**src/rtl/core/hkrb_pkg.sv**
```systemverilog
// ----------------------------------------------------------------------------
// hkrb_pkg
// Shared types, constants and the matrix keycode table of the keyboard
// report builder.
// ----------------------------------------------------------------------------
package hkrb_pkg;

	localparam int ROM_COLS    = 13;
	localparam int ROM_ROWS    = 8;
	localparam int MATRIX_ROWS = 8;
	localparam int MATRIX_COLS = 13;
	localparam int ROW_LIMIT   = (MATRIX_ROWS < ROM_ROWS) ? MATRIX_ROWS : ROM_ROWS;
	localparam int COL_LIMIT   = (MATRIX_COLS < ROM_COLS) ? MATRIX_COLS : ROM_COLS;

	localparam int REPORT_KEYS = 6;

	localparam logic [7:0] ID_BYTE    = 8'h01;
	localparam logic [7:0] MOD_LOW    = 8'he0;
	localparam logic [7:0] MOD_HIGH   = 8'he7;
	localparam logic [7:0] EXTRA_LOW  = 8'hf0;
	localparam logic [7:0] EXTRA_HIGH = 8'hf1;
	localparam logic [7:0] NO_KEY     = 8'h00;

	localparam logic CFG_BOOT_PROTOCOL = 1'b0;
	localparam logic CFG_EXTRA_ENABLE  = 1'b1;

	typedef logic [7:0] keycode_t;

	typedef struct packed {
		logic     start;
		logic     press;
		keycode_t code;
	} slot_cmd_t;

	typedef struct packed {
		logic done;
		logic changed;
	} slot_sts_t;

	localparam keycode_t KEY_ROM [ROM_COLS][ROM_ROWS] = '{
		'{8'h00, 8'h00, 8'he0, 8'he3, 8'he4, 8'hf0, 8'h00, 8'h00},
		'{8'he3, 8'h29, 8'h2b, 8'h35, 8'h04, 8'h1d, 8'h1e, 8'h14},
		'{8'h3a, 8'h3d, 8'h3c, 8'h3b, 8'h07, 8'h06, 8'h20, 8'h08},
		'{8'h05, 8'h0a, 8'h17, 8'h22, 8'h09, 8'h19, 8'h21, 8'h15},
		'{8'h43, 8'h40, 8'h3f, 8'h3e, 8'h16, 8'h1b, 8'h1f, 8'h1a},
		'{8'h87, 8'h00, 8'h30, 8'h00, 8'h0e, 8'h36, 8'h25, 8'h0c},
		'{8'h11, 8'h0b, 8'h1c, 8'h23, 8'h0d, 8'h10, 8'h24, 8'h18},
		'{8'h00, 8'h00, 8'h64, 8'h00, 8'h00, 8'he1, 8'h00, 8'he5},
		'{8'h2e, 8'h34, 8'h2f, 8'h2d, 8'h33, 8'h38, 8'h27, 8'h13},
		'{8'h00, 8'h42, 8'h41, 8'h68, 8'h0f, 8'h37, 8'h26, 8'h12},
		'{8'he6, 8'h00, 8'h89, 8'h00, 8'h31, 8'h00, 8'he2, 8'h00},
		'{8'h00, 8'h2a, 8'h00, 8'h31, 8'h28, 8'h2c, 8'h51, 8'h52},
		'{8'h00, 8'h8a, 8'h00, 8'h8b, 8'h00, 8'h00, 8'h4f, 8'h50}
	};

	function automatic keycode_t keycode_lookup(input logic [2:0] row, input logic [3:0] col);
		keycode_t code;
		code = NO_KEY;
		if (int'(row) < ROW_LIMIT && int'(col) < COL_LIMIT) begin
			code = KEY_ROM[col][row];
		end
		return code;
	endfunction

endpackage

```
**src/rtl/core/hkrb_intf.sv**
```systemverilog
// ----------------------------------------------------------------------------
// hkrb_intf
// Valid/ready channels of the keyboard report builder: matrix events in,
// report beats out.
// ----------------------------------------------------------------------------
interface hkrb_event_if;
	logic       valid;
	logic       ready;
	logic [2:0] matrix_row;
	logic [3:0] matrix_col;
	logic       pressed;

	modport source (output valid, output matrix_row, output matrix_col, output pressed,
		input ready);
	modport sink (input valid, input matrix_row, input matrix_col, input pressed,
		output ready);
endinterface

interface hkrb_report_if;
	logic       valid;
	logic       ready;
	logic       changed;
	logic [7:0] header_byte;
	logic [7:0] second_byte;
	logic [7:0] key_a;
	logic [7:0] key_b;
	logic [7:0] key_c;
	logic [7:0] key_d;
	logic [7:0] key_e;
	logic [7:0] key_f;
	logic [1:0] extra_bits;

	modport source (output valid, output changed, output header_byte, output second_byte,
		output key_a, output key_b, output key_c, output key_d, output key_e, output key_f,
		output extra_bits, input ready);
	modport sink (input valid, input changed, input header_byte, input second_byte,
		input key_a, input key_b, input key_c, input key_d, input key_e, input key_f,
		input extra_bits, output ready);
endinterface

```
**src/rtl/core/hid_keyboard_report_builder.sv**
```systemverilog
// ----------------------------------------------------------------------------
// hid_keyboard_report_builder
// Six-key-rollover keyboard report builder driven by key matrix events.
// ----------------------------------------------------------------------------
// Usage:
//   evt  : one beat per matrix event (row, column, pressed). ready is high
//          only while no event is in work.
//   rpt  : one beat per event: changed flag, two header bytes, six key
//          slots and the extra bits field.
//   cfg  : cfg_we/cfg_idx/cfg_wdata write boot_protocol (0) and
//          extra_enable (1); write only while no event is in work.
// Flow: modifier, extra and ignored codes pass S_DECODE, S_HEADER and S_OUT
//   to the report register; key codes also pass S_SCAN, where the shared slot
//   comparator visits the slots in order, 1 to KEY_SLOTS of them.
// Ordering: the next event can be accepted the cycle after the report beat is
//   written; only one event is in work at a time.
// Reset: slots, modifiers, extra bits and header bytes clear to zero,
//   boot_protocol to 0, extra_enable to 1.
// Stall: the report register holds until taken; the next event is accepted
//   meanwhile and waits for the register before its beat is written.
// ----------------------------------------------------------------------------
module hid_keyboard_report_builder
	import hkrb_pkg::*;
#(
	parameter int KEY_SLOTS = 6
) (
	input  logic                 clk,
	input  logic                 arst_n,
	input  logic                 cfg_we,
	input  logic                 cfg_idx,
	input  logic                 cfg_wdata,
	hkrb_event_if.sink           evt,
	hkrb_report_if.source        rpt
);

	typedef enum logic [2:0] {
		S_IDLE,
		S_DECODE,
		S_SCAN,
		S_HEADER,
		S_OUT
	} state_t;

	state_t    state_q;
	keycode_t  code_q;
	logic      press_q;
	logic      boot_q;
	logic      extra_en_q;
	logic [7:0] mod_q;
	logic [1:0] extra_q;
	logic [7:0] hdr0_q;
	logic [7:0] hdr1_q;
	logic      chg_q;
	slot_cmd_t cmd_q;

	logic       rpt_valid_q;
	logic       rpt_changed_q;
	logic [7:0] rpt_hdr0_q;
	logic [7:0] rpt_hdr1_q;
	keycode_t   rpt_keys_q [REPORT_KEYS];
	logic [1:0] rpt_extra_q;

	slot_sts_t sts;
	keycode_t  keys [REPORT_KEYS];
	logic      is_zero;
	logic      is_mod;
	logic      is_extra;
	logic      rpt_free;

	assign is_zero  = (code_q == NO_KEY);
	assign is_mod   = (code_q >= MOD_LOW) && (code_q <= MOD_HIGH);
	assign is_extra = (code_q >= EXTRA_LOW) && (code_q <= EXTRA_HIGH);
	assign rpt_free = !rpt_valid_q || rpt.ready;

	hkrb_slot_engine #(
		.KEY_SLOTS(KEY_SLOTS)
	) u_slots (
		.clk   (clk),
		.arst_n(arst_n),
		.cmd   (cmd_q),
		.sts   (sts),
		.keys  (keys)
	);

	always_ff @(posedge clk or negedge arst_n) begin
		if (!arst_n) begin
			state_q       <= S_IDLE;
			code_q        <= NO_KEY;
			press_q       <= 1'b0;
			boot_q        <= 1'b0;
			extra_en_q    <= 1'b1;
			mod_q         <= '0;
			extra_q       <= '0;
			hdr0_q        <= '0;
			hdr1_q        <= '0;
			chg_q         <= 1'b0;
			cmd_q         <= '0;
			rpt_valid_q   <= 1'b0;
			rpt_changed_q <= 1'b0;
			rpt_hdr0_q    <= '0;
			rpt_hdr1_q    <= '0;
			for (int i = 0; i < REPORT_KEYS; i++) begin
				rpt_keys_q[i] <= NO_KEY;
			end
			rpt_extra_q   <= '0;
		end else begin
			cmd_q.start <= 1'b0;
			if (cfg_we) begin
				unique case (cfg_idx)
					CFG_BOOT_PROTOCOL: boot_q     <= cfg_wdata;
					CFG_EXTRA_ENABLE:  extra_en_q <= cfg_wdata;
					default: ;
				endcase
			end
			if (rpt_valid_q && rpt.ready) begin
				rpt_valid_q <= 1'b0;
			end
			unique case (state_q)
				S_IDLE: begin
					if (evt.valid) begin
						code_q  <= keycode_lookup(evt.matrix_row, evt.matrix_col);
						press_q <= evt.pressed;
						state_q <= S_DECODE;
					end
				end
				S_DECODE: begin
					chg_q   <= 1'b0;
					state_q <= S_HEADER;
					priority if (is_zero) begin
						chg_q <= 1'b0;
					end else if (is_extra) begin
						if (extra_en_q) begin
							extra_q[code_q[0]] <= press_q;
							chg_q              <= 1'b1;
						end
					end else if (is_mod) begin
						mod_q[code_q[2:0]] <= press_q;
						chg_q              <= 1'b1;
					end else begin
						cmd_q.start <= 1'b1;
						cmd_q.press <= press_q;
						cmd_q.code  <= code_q;
						state_q     <= S_SCAN;
					end
				end
				S_SCAN: begin
					if (sts.done) begin
						chg_q   <= sts.changed;
						state_q <= S_HEADER;
					end
				end
				S_HEADER: begin
					if (chg_q) begin
						if (boot_q) begin
							hdr0_q <= mod_q;
							hdr1_q <= '0;
						end else begin
							hdr0_q <= ID_BYTE;
							hdr1_q <= mod_q;
						end
					end
					state_q <= S_OUT;
				end
				S_OUT: begin
					if (rpt_free) begin
						rpt_valid_q   <= 1'b1;
						rpt_changed_q <= chg_q;
						rpt_hdr0_q    <= hdr0_q;
						rpt_hdr1_q    <= hdr1_q;
						for (int i = 0; i < REPORT_KEYS; i++) begin
							rpt_keys_q[i] <= keys[i];
						end
						rpt_extra_q   <= extra_en_q ? extra_q : 2'b00;
						state_q       <= S_IDLE;
					end
				end
				default: state_q <= S_IDLE;
			endcase
		end
	end

	assign evt.ready       = (state_q == S_IDLE);
	assign rpt.valid       = rpt_valid_q;
	assign rpt.changed     = rpt_changed_q;
	assign rpt.header_byte = rpt_hdr0_q;
	assign rpt.second_byte = rpt_hdr1_q;
	assign rpt.key_a       = rpt_keys_q[0];
	assign rpt.key_b       = rpt_keys_q[1];
	assign rpt.key_c       = rpt_keys_q[2];
	assign rpt.key_d       = rpt_keys_q[3];
	assign rpt.key_e       = rpt_keys_q[4];
	assign rpt.key_f       = rpt_keys_q[5];
	assign rpt.extra_bits  = rpt_extra_q;

	a_done_in_scan: assert property (@(posedge clk) disable iff (!arst_n)
		sts.done |-> state_q == S_SCAN)
		else $error("slot scan finished outside scan state");

	a_accept_then_busy: assert property (@(posedge clk) disable iff (!arst_n)
		evt.valid && evt.ready |=> !evt.ready)
		else $error("event accepted while previous one in work");

	a_id_header: assert property (@(posedge clk) disable iff (!arst_n)
		rpt.valid && rpt.changed && !boot_q |-> rpt.header_byte == ID_BYTE)
		else $error("report id header missing on changed report");

	a_boot_header: assert property (@(posedge clk) disable iff (!arst_n)
		rpt.valid && rpt.changed && boot_q |-> rpt.second_byte == 8'h00)
		else $error("boot header second byte not zero");

	a_extra_masked: assert property (@(posedge clk) disable iff (!arst_n)
		rpt.valid && !extra_en_q |-> rpt.extra_bits == 2'b00)
		else $error("extra bits shown while disabled");

endmodule

```
**src/rtl/core/hkrb_slot_engine.sv**
```systemverilog
// ----------------------------------------------------------------------------
// hkrb_slot_engine
// Key slot array with a one-slot-per-cycle scan: inserts a code into the
// first free slot on press unless the scan meets the code first, clears its slot on release.
// ----------------------------------------------------------------------------
module hkrb_slot_engine
	import hkrb_pkg::*;
#(
	parameter int KEY_SLOTS = 6
) (
	input  logic      clk,
	input  logic      arst_n,
	input  slot_cmd_t cmd,
	output slot_sts_t sts,
	output keycode_t  keys [REPORT_KEYS]
);

	localparam int IDX_W = (KEY_SLOTS > 1) ? $clog2(KEY_SLOTS) : 1;
	localparam logic [IDX_W-1:0] LAST_IDX = IDX_W'(KEY_SLOTS - 1);

	keycode_t         slot_q [KEY_SLOTS];
	logic [IDX_W-1:0] idx_q;
	logic             busy_q;
	logic             press_q;
	keycode_t         code_q;
	slot_sts_t        sts_q;

	keycode_t cur;
	logic     hit;
	logic     empty;

	assign cur   = slot_q[idx_q];
	assign hit   = (cur == code_q);
	assign empty = (cur == NO_KEY);
	assign sts   = sts_q;

	always_ff @(posedge clk or negedge arst_n) begin
		if (!arst_n) begin
			for (int i = 0; i < KEY_SLOTS; i++) begin
				slot_q[i] <= NO_KEY;
			end
			idx_q   <= '0;
			busy_q  <= 1'b0;
			press_q <= 1'b0;
			code_q  <= NO_KEY;
			sts_q   <= '0;
		end else begin
			sts_q.done <= 1'b0;
			if (cmd.start) begin
				busy_q  <= 1'b1;
				idx_q   <= '0;
				press_q <= cmd.press;
				code_q  <= cmd.code;
			end else if (busy_q) begin
				priority if (press_q && hit) begin
					busy_q        <= 1'b0;
					sts_q.done    <= 1'b1;
					sts_q.changed <= 1'b0;
				end else if (press_q && empty) begin
					slot_q[idx_q] <= code_q;
					busy_q        <= 1'b0;
					sts_q.done    <= 1'b1;
					sts_q.changed <= 1'b1;
				end else if (!press_q && hit) begin
					slot_q[idx_q] <= NO_KEY;
					busy_q        <= 1'b0;
					sts_q.done    <= 1'b1;
					sts_q.changed <= 1'b1;
				end else if (idx_q == LAST_IDX) begin
					busy_q        <= 1'b0;
					sts_q.done    <= 1'b1;
					sts_q.changed <= 1'b0;
				end else begin
					idx_q <= idx_q + 1'b1;
				end
			end
		end
	end

	for (genvar g = 0; g < REPORT_KEYS; g++) begin : g_keys
		if (g < KEY_SLOTS) begin : g_used
			assign keys[g] = slot_q[g];
		end else begin : g_unused
			assign keys[g] = NO_KEY;
		end
	end

endmodule

```
**src/flat_wrapper.sv**
```systemverilog
// flat-port wrapper written by rule: the top's interface ports become plain ports
module hid_keyboard_report_builder_flat import hkrb_pkg::*;
#(
	parameter int KEY_SLOTS = 6
)
  (clk, arst_n, cfg_we, cfg_idx, cfg_wdata, evt_valid, evt_matrix_row, evt_matrix_col, evt_pressed, evt_ready, rpt_valid, rpt_changed, rpt_header_byte, rpt_second_byte, rpt_key_a, rpt_key_b, rpt_key_c, rpt_key_d, rpt_key_e, rpt_key_f, rpt_extra_bits, rpt_ready);
  hkrb_event_if evt_i ();
  hkrb_report_if rpt_i ();
  input  logic clk;
  input  logic arst_n;
  input  logic cfg_we;
  input  logic cfg_idx;
  input  logic cfg_wdata;
  input wire logic [$bits(evt_i.valid)-1:0] evt_valid;
  input wire logic [$bits(evt_i.matrix_row)-1:0] evt_matrix_row;
  input wire logic [$bits(evt_i.matrix_col)-1:0] evt_matrix_col;
  input wire logic [$bits(evt_i.pressed)-1:0] evt_pressed;
  output wire logic [$bits(evt_i.ready)-1:0] evt_ready;
  output wire logic [$bits(rpt_i.valid)-1:0] rpt_valid;
  output wire logic [$bits(rpt_i.changed)-1:0] rpt_changed;
  output wire logic [$bits(rpt_i.header_byte)-1:0] rpt_header_byte;
  output wire logic [$bits(rpt_i.second_byte)-1:0] rpt_second_byte;
  output wire logic [$bits(rpt_i.key_a)-1:0] rpt_key_a;
  output wire logic [$bits(rpt_i.key_b)-1:0] rpt_key_b;
  output wire logic [$bits(rpt_i.key_c)-1:0] rpt_key_c;
  output wire logic [$bits(rpt_i.key_d)-1:0] rpt_key_d;
  output wire logic [$bits(rpt_i.key_e)-1:0] rpt_key_e;
  output wire logic [$bits(rpt_i.key_f)-1:0] rpt_key_f;
  output wire logic [$bits(rpt_i.extra_bits)-1:0] rpt_extra_bits;
  input wire logic [$bits(rpt_i.ready)-1:0] rpt_ready;
  assign evt_i.valid = evt_valid;
  assign evt_i.matrix_row = evt_matrix_row;
  assign evt_i.matrix_col = evt_matrix_col;
  assign evt_i.pressed = evt_pressed;
  assign evt_ready = evt_i.ready;
  assign rpt_valid = rpt_i.valid;
  assign rpt_changed = rpt_i.changed;
  assign rpt_header_byte = rpt_i.header_byte;
  assign rpt_second_byte = rpt_i.second_byte;
  assign rpt_key_a = rpt_i.key_a;
  assign rpt_key_b = rpt_i.key_b;
  assign rpt_key_c = rpt_i.key_c;
  assign rpt_key_d = rpt_i.key_d;
  assign rpt_key_e = rpt_i.key_e;
  assign rpt_key_f = rpt_i.key_f;
  assign rpt_extra_bits = rpt_i.extra_bits;
  assign rpt_i.ready = rpt_ready;
  hid_keyboard_report_builder #(.KEY_SLOTS(KEY_SLOTS)) u_core (.clk(clk), .arst_n(arst_n), .cfg_we(cfg_we), .cfg_idx(cfg_idx), .cfg_wdata(cfg_wdata), .evt(evt_i), .rpt(rpt_i));
endmodule
```
**config.mk**
```make
export PLATFORM = sky130hd
export DESIGN_NAME = hid_keyboard_report_builder_flat
export DESIGN_NICKNAME = d
export VERILOG_FILES = /design/src/rtl/core/hkrb_pkg.sv /design/src/rtl/core/hkrb_intf.sv /design/src/rtl/core/hid_keyboard_report_builder.sv /design/src/rtl/core/hkrb_slot_engine.sv /design/src/flat_wrapper.sv
export SDC_FILE = /design/constraint.sdc
export NUM_CORES = 1
export LEC_CHECK = 0
export ABC_AREA = 1
export ABC_CLOCK_PERIOD_IN_PS = 2100
export CAP_MARGIN = 10
export CORE_MARGIN = 2
export CORE_UTILIZATION = 58
export CTS_CLUSTER_SIZE = 30
export DETAILED_ROUTE_END_ITERATION = 16
export DONT_BUFFER_PORTS = 1
export GPL_ROUTABILITY_DRIVEN = 0
export PLACE_DENSITY = 0.75
export SYNTH_ARGS = -nofsm -noshare
export SYNTH_HDL_FRONTEND = slang
export SYNTH_SLANG_ARGS = --single-unit
```
**constraint.sdc**
```tcl
create_clock -name clk -period 2.1 [get_ports clk]
set_clock_uncertainty 0.05 [all_clocks]
set_input_delay 0.42 -clock clk [delete_from_list [all_inputs] [get_ports clk]]
set_output_delay 0.42 -clock clk [all_outputs]
set_load 0.02 [all_outputs]
```
==> flow_summary.ini <==
[status]
status = finished with violations
violations = negative hold slack, negative setup slack

[clock_tree]
cts_buffer_depth = 2
cts_hold_buf = 2
clock_sinks = 182
cts.clk_slew.worst_paths_ns = 0.07
htreeDepth = 4
clk_latency_ns = 0.44
cts_root_buf = clkbuf_16
cts_tree = done
cts_buffers = 17

[timing]
report.final.slew_viol_count = 0
finalSetupViolCount = 53
relSlewSlack_pct = 65.3
fmax_ghz = 0.423
whs_ns = -0.384
hold_viol = 182
fin_crit_sh_pct = 113
period_minus_slack_ns = 2.36
tightest_slew_ns = 0.519
rsz0062_at_grt = yes
fin_ws_ns = -0.264

[grt]
grt_pass1_wl_um = 38800
grt_pass1_vias = 7706
top_usage_layer = met2
grt_max_degree = 183
antenna_found_initial = 0
grt.overflow.total = 0
grt_util_met1_pct = 41.2
grt_usage_pct = 30.0
grtUsageMet2_pct = 45.5
met3_usage_pct = 6.94

[floorplanning]
die_area_um2 = 16600
die_w_um = 129
core-area_um2 = 15200
die_h_um = 129
pin_count = 84
rows = 45
start_util_pct = 59.4

[drt]
first_iter_violations = 1024
avgViaCountPerCell = 5.99
drc = 0
wl_per_cell_um = 17.7
drt_pre_antenna_iters = 7
vias = 8458
ant_nets = 0
finalWirelength_um = 25000

[placed_design]
hpwl_um = 16500
dp.cells = 1369
place_ws_ns = -0.298
place_area_um2 = 9710
io_buffers = 0

[yosys]
ys_seq_elements = 182
synth-edff-count = 0
syn-instance-count = 1153
synthAdderAreaFrac_pct = 1.80
synth_nets = 1181
yosys_warnings = 0
syn_area_um2 = 9030
synth_top_family_by_area = simple AND/OR/NAND/NOR gates
synthFlopType = dfrtp_1
synth_compound_area_share_pct = 12.4
synth.distinct_cells = 39
yosysSeqAreaShare_pct = 50.4
synth-xor-area-share_pct = 0.0970
ys_async_sr_fraction_pct = 100
synthSimpleGateAreaFrac_pct = 27.4
yosys-mux-area-fraction_pct = 0
synth_area_per_cell_um2 = 7.83

[cells_and_area]
final_cell_mix = nand2_1 (317), dfrtp_1 (179), o21ai_0 (130), inv_1 (111), buf_4 (69)
multiInputGateArea_um2 = 4050
drive_gt1_share_pct = 15.7
layout.cells.non_filler = 1412
seq_area_um2 = 4560
final_cell_area_um2 = 10800
syn_to_final_growth_pct = 19.6
fillers = 1138
fin_util_pct = 71.1
layout.nets = 1239
antenna_cells = 0
final_common_cell = nand2_1

[worst_setup_path]
path_max_fanout = 8
cp.required_ns = 2.39
crit_type = reg -> reg
end_kind = register
start_kind = register
worstPathArrival_ns = 2.65

[pwr]
leakage_nw = 5.34
power_density_nw_per_um2 = 1270
peakVddDrop_v = 0.000845

[flow_run]
cap_violations = 0

[worst_hold_path]
hold_path_class = in -> async
==> sequential cells by signal, summed over array words and instances, names as in the netlist, 2 cells and up <==
signal / count
u_core.u_slots.sts: 2
u_core.rpt.key_d: 8
u_core.hdr0_q: 8
u_core.rpt.key_f: 8
u_core.u_slots.keys: 48
u_core.u_slots.idx_q: 3
u_core.extra_q: 2
u_core.state_q: 3
u_core.rpt.key_c: 8
u_core.code_q: 8
u_core.rpt.key_a: 8
u_core.rpt.second_byte: 8
u_core.rpt.header_byte: 8
u_core.rpt.key_b: 8
u_core.rpt.extra_bits: 2
u_core.cmd_q: 10
u_core.u_slots.code_q: 8
u_core.hdr1_q: 8
u_core.mod_q: 8
u_core.rpt.key_e: 8
==> where the power goes <==
| group | internal, W | leakage [nW] | switching, W |
|---|---|---|---|
| logic | 0.00191 | 2.56 | 0.00331 |
| clock network | 0.00183 | 0.309 | 0.00151 |
| registers | 0.00423 | 2.47 | 0.000953 |
| total | 0.00797 | 5.34 | 0.00578 |
==> worst max-delay path, stage by stage, from the launching register on <==
cell and delay (ns):
dfrtp_2 0.45, buf_6 0.15, nor2_4 0.23, nand3_2 0.13
nand2_4 0.11, nor3_2 0.04, nor2_1 0.13, nand2_1 0.11
nor2_4 0.17, nand3_4 0.14, nand2_8 0.17, nand3_2 0.09
buf_6 0.15, nand2_1 0.08, nand2_1 0.05
==> worst paths after layout <==
| kind | start | cells after the start | endpoint | slack [ns] |
|---|---|---|---|---|
| setup / recovery | u_core.u_slots.idx_q[1] | 14 | u_core.u_slots.keys[13] | -0.26 |
| hold / removal | arst_n | 0 | u_core.rpt.key_e[4] | -0.38 |
| setup reg to reg | u_core.u_slots.idx_q[1] | 14 | u_core.u_slots.keys[13] | -0.26 |
| hold reg to reg | u_core.u_slots.keys[2] | 2 | u_core.u_slots.keys[2] | 0.42 |
| max in group asynchronous | arst_n | 0 | u_core.extra_en_q | 2.15 |
| min in group clk | cfg_we | 1 | u_core.boot_q | 0.03 |
==> area by class of cell <==
| cell class | count | area share (%) |
|---|---|---|
| tap | 188 | 2.18 |
| inverter | 121 | 4.28 |
| clock buffer | 17 | 3.94 |
| multi-input combinational | 796 | 37.5 |
| sequential | 182 | 42.2 |
| timing repair buffer | 93 | 8.00 |
| clock inverter | 15 | 1.95 |
==> cell families (layout without fill, tap and decap cells) <==
family                     after synthesis  count (layout)
xor gates and xnor gates                 1               1
adders and majority gates               13              13
DFF                                    182             182
AOI/OAI and AO/OA                      205             205
buffers and inverters                  177             246
and+or+nand+nor                        575             577
==> metal layers <==
layer  up-vias  wire length (um)
met4         0              1040
met3        99              2560
met1      3917             10200
met5         -                 0
li1       3944                 -
met2       498             11200
==> cells in the mapped netlist, types with 4 or more instances <==
cell | n | share of area (%)
a31oi_1 | 8 | 0.55
nor2_2 | 4 | 0.28
a21oi_1 | 34 | 1.9
nand4_1 | 62 | 4.3
buf_2 | 8 | 0.44
ha_1 | 13 | 1.8
o22ai_1 | 5 | 0.35
o221ai_1 | 5 | 0.48
inv_1 | 113 | 4.7
nor3_1 | 12 | 0.66
nor2_1 | 70 | 2.9
clkbuf_1 | 41 | 1.7
o21ai_0 | 130 | 7.2
dfrtp_1 | 181 | 50
clkinv_1 | 6 | 0.25
o211ai_1 | 5 | 0.42
o31ai_1 | 6 | 0.50
nand3_1 | 76 | 4.2
nand2_1 | 345 | 14
==> repair_timing <==
| item | in CTS | in global routing |
|---|---|---|
| endpoints found under the hold margin | 183 | 182 |
| buffers inserted | 2 | 2 |
| resized for setup | 16 | 73 |
| pin swaps | 4 | 23 |
| gates cloned | 2 | 3 |
| setup endpoints to repair | 53 | 55 |
==> metrics by stage <==
step,setup TNS (ns),total power (W)
global route,-19.01,0.0145
detailed placement,-10.95,0.00939
global placement,-5.29,0.00926
CTS,-4.79,0.0129
floorplan,0,0.00793
finish,-11.66,0.0137
No activity file was read; power rests on OpenSTA's default activity.
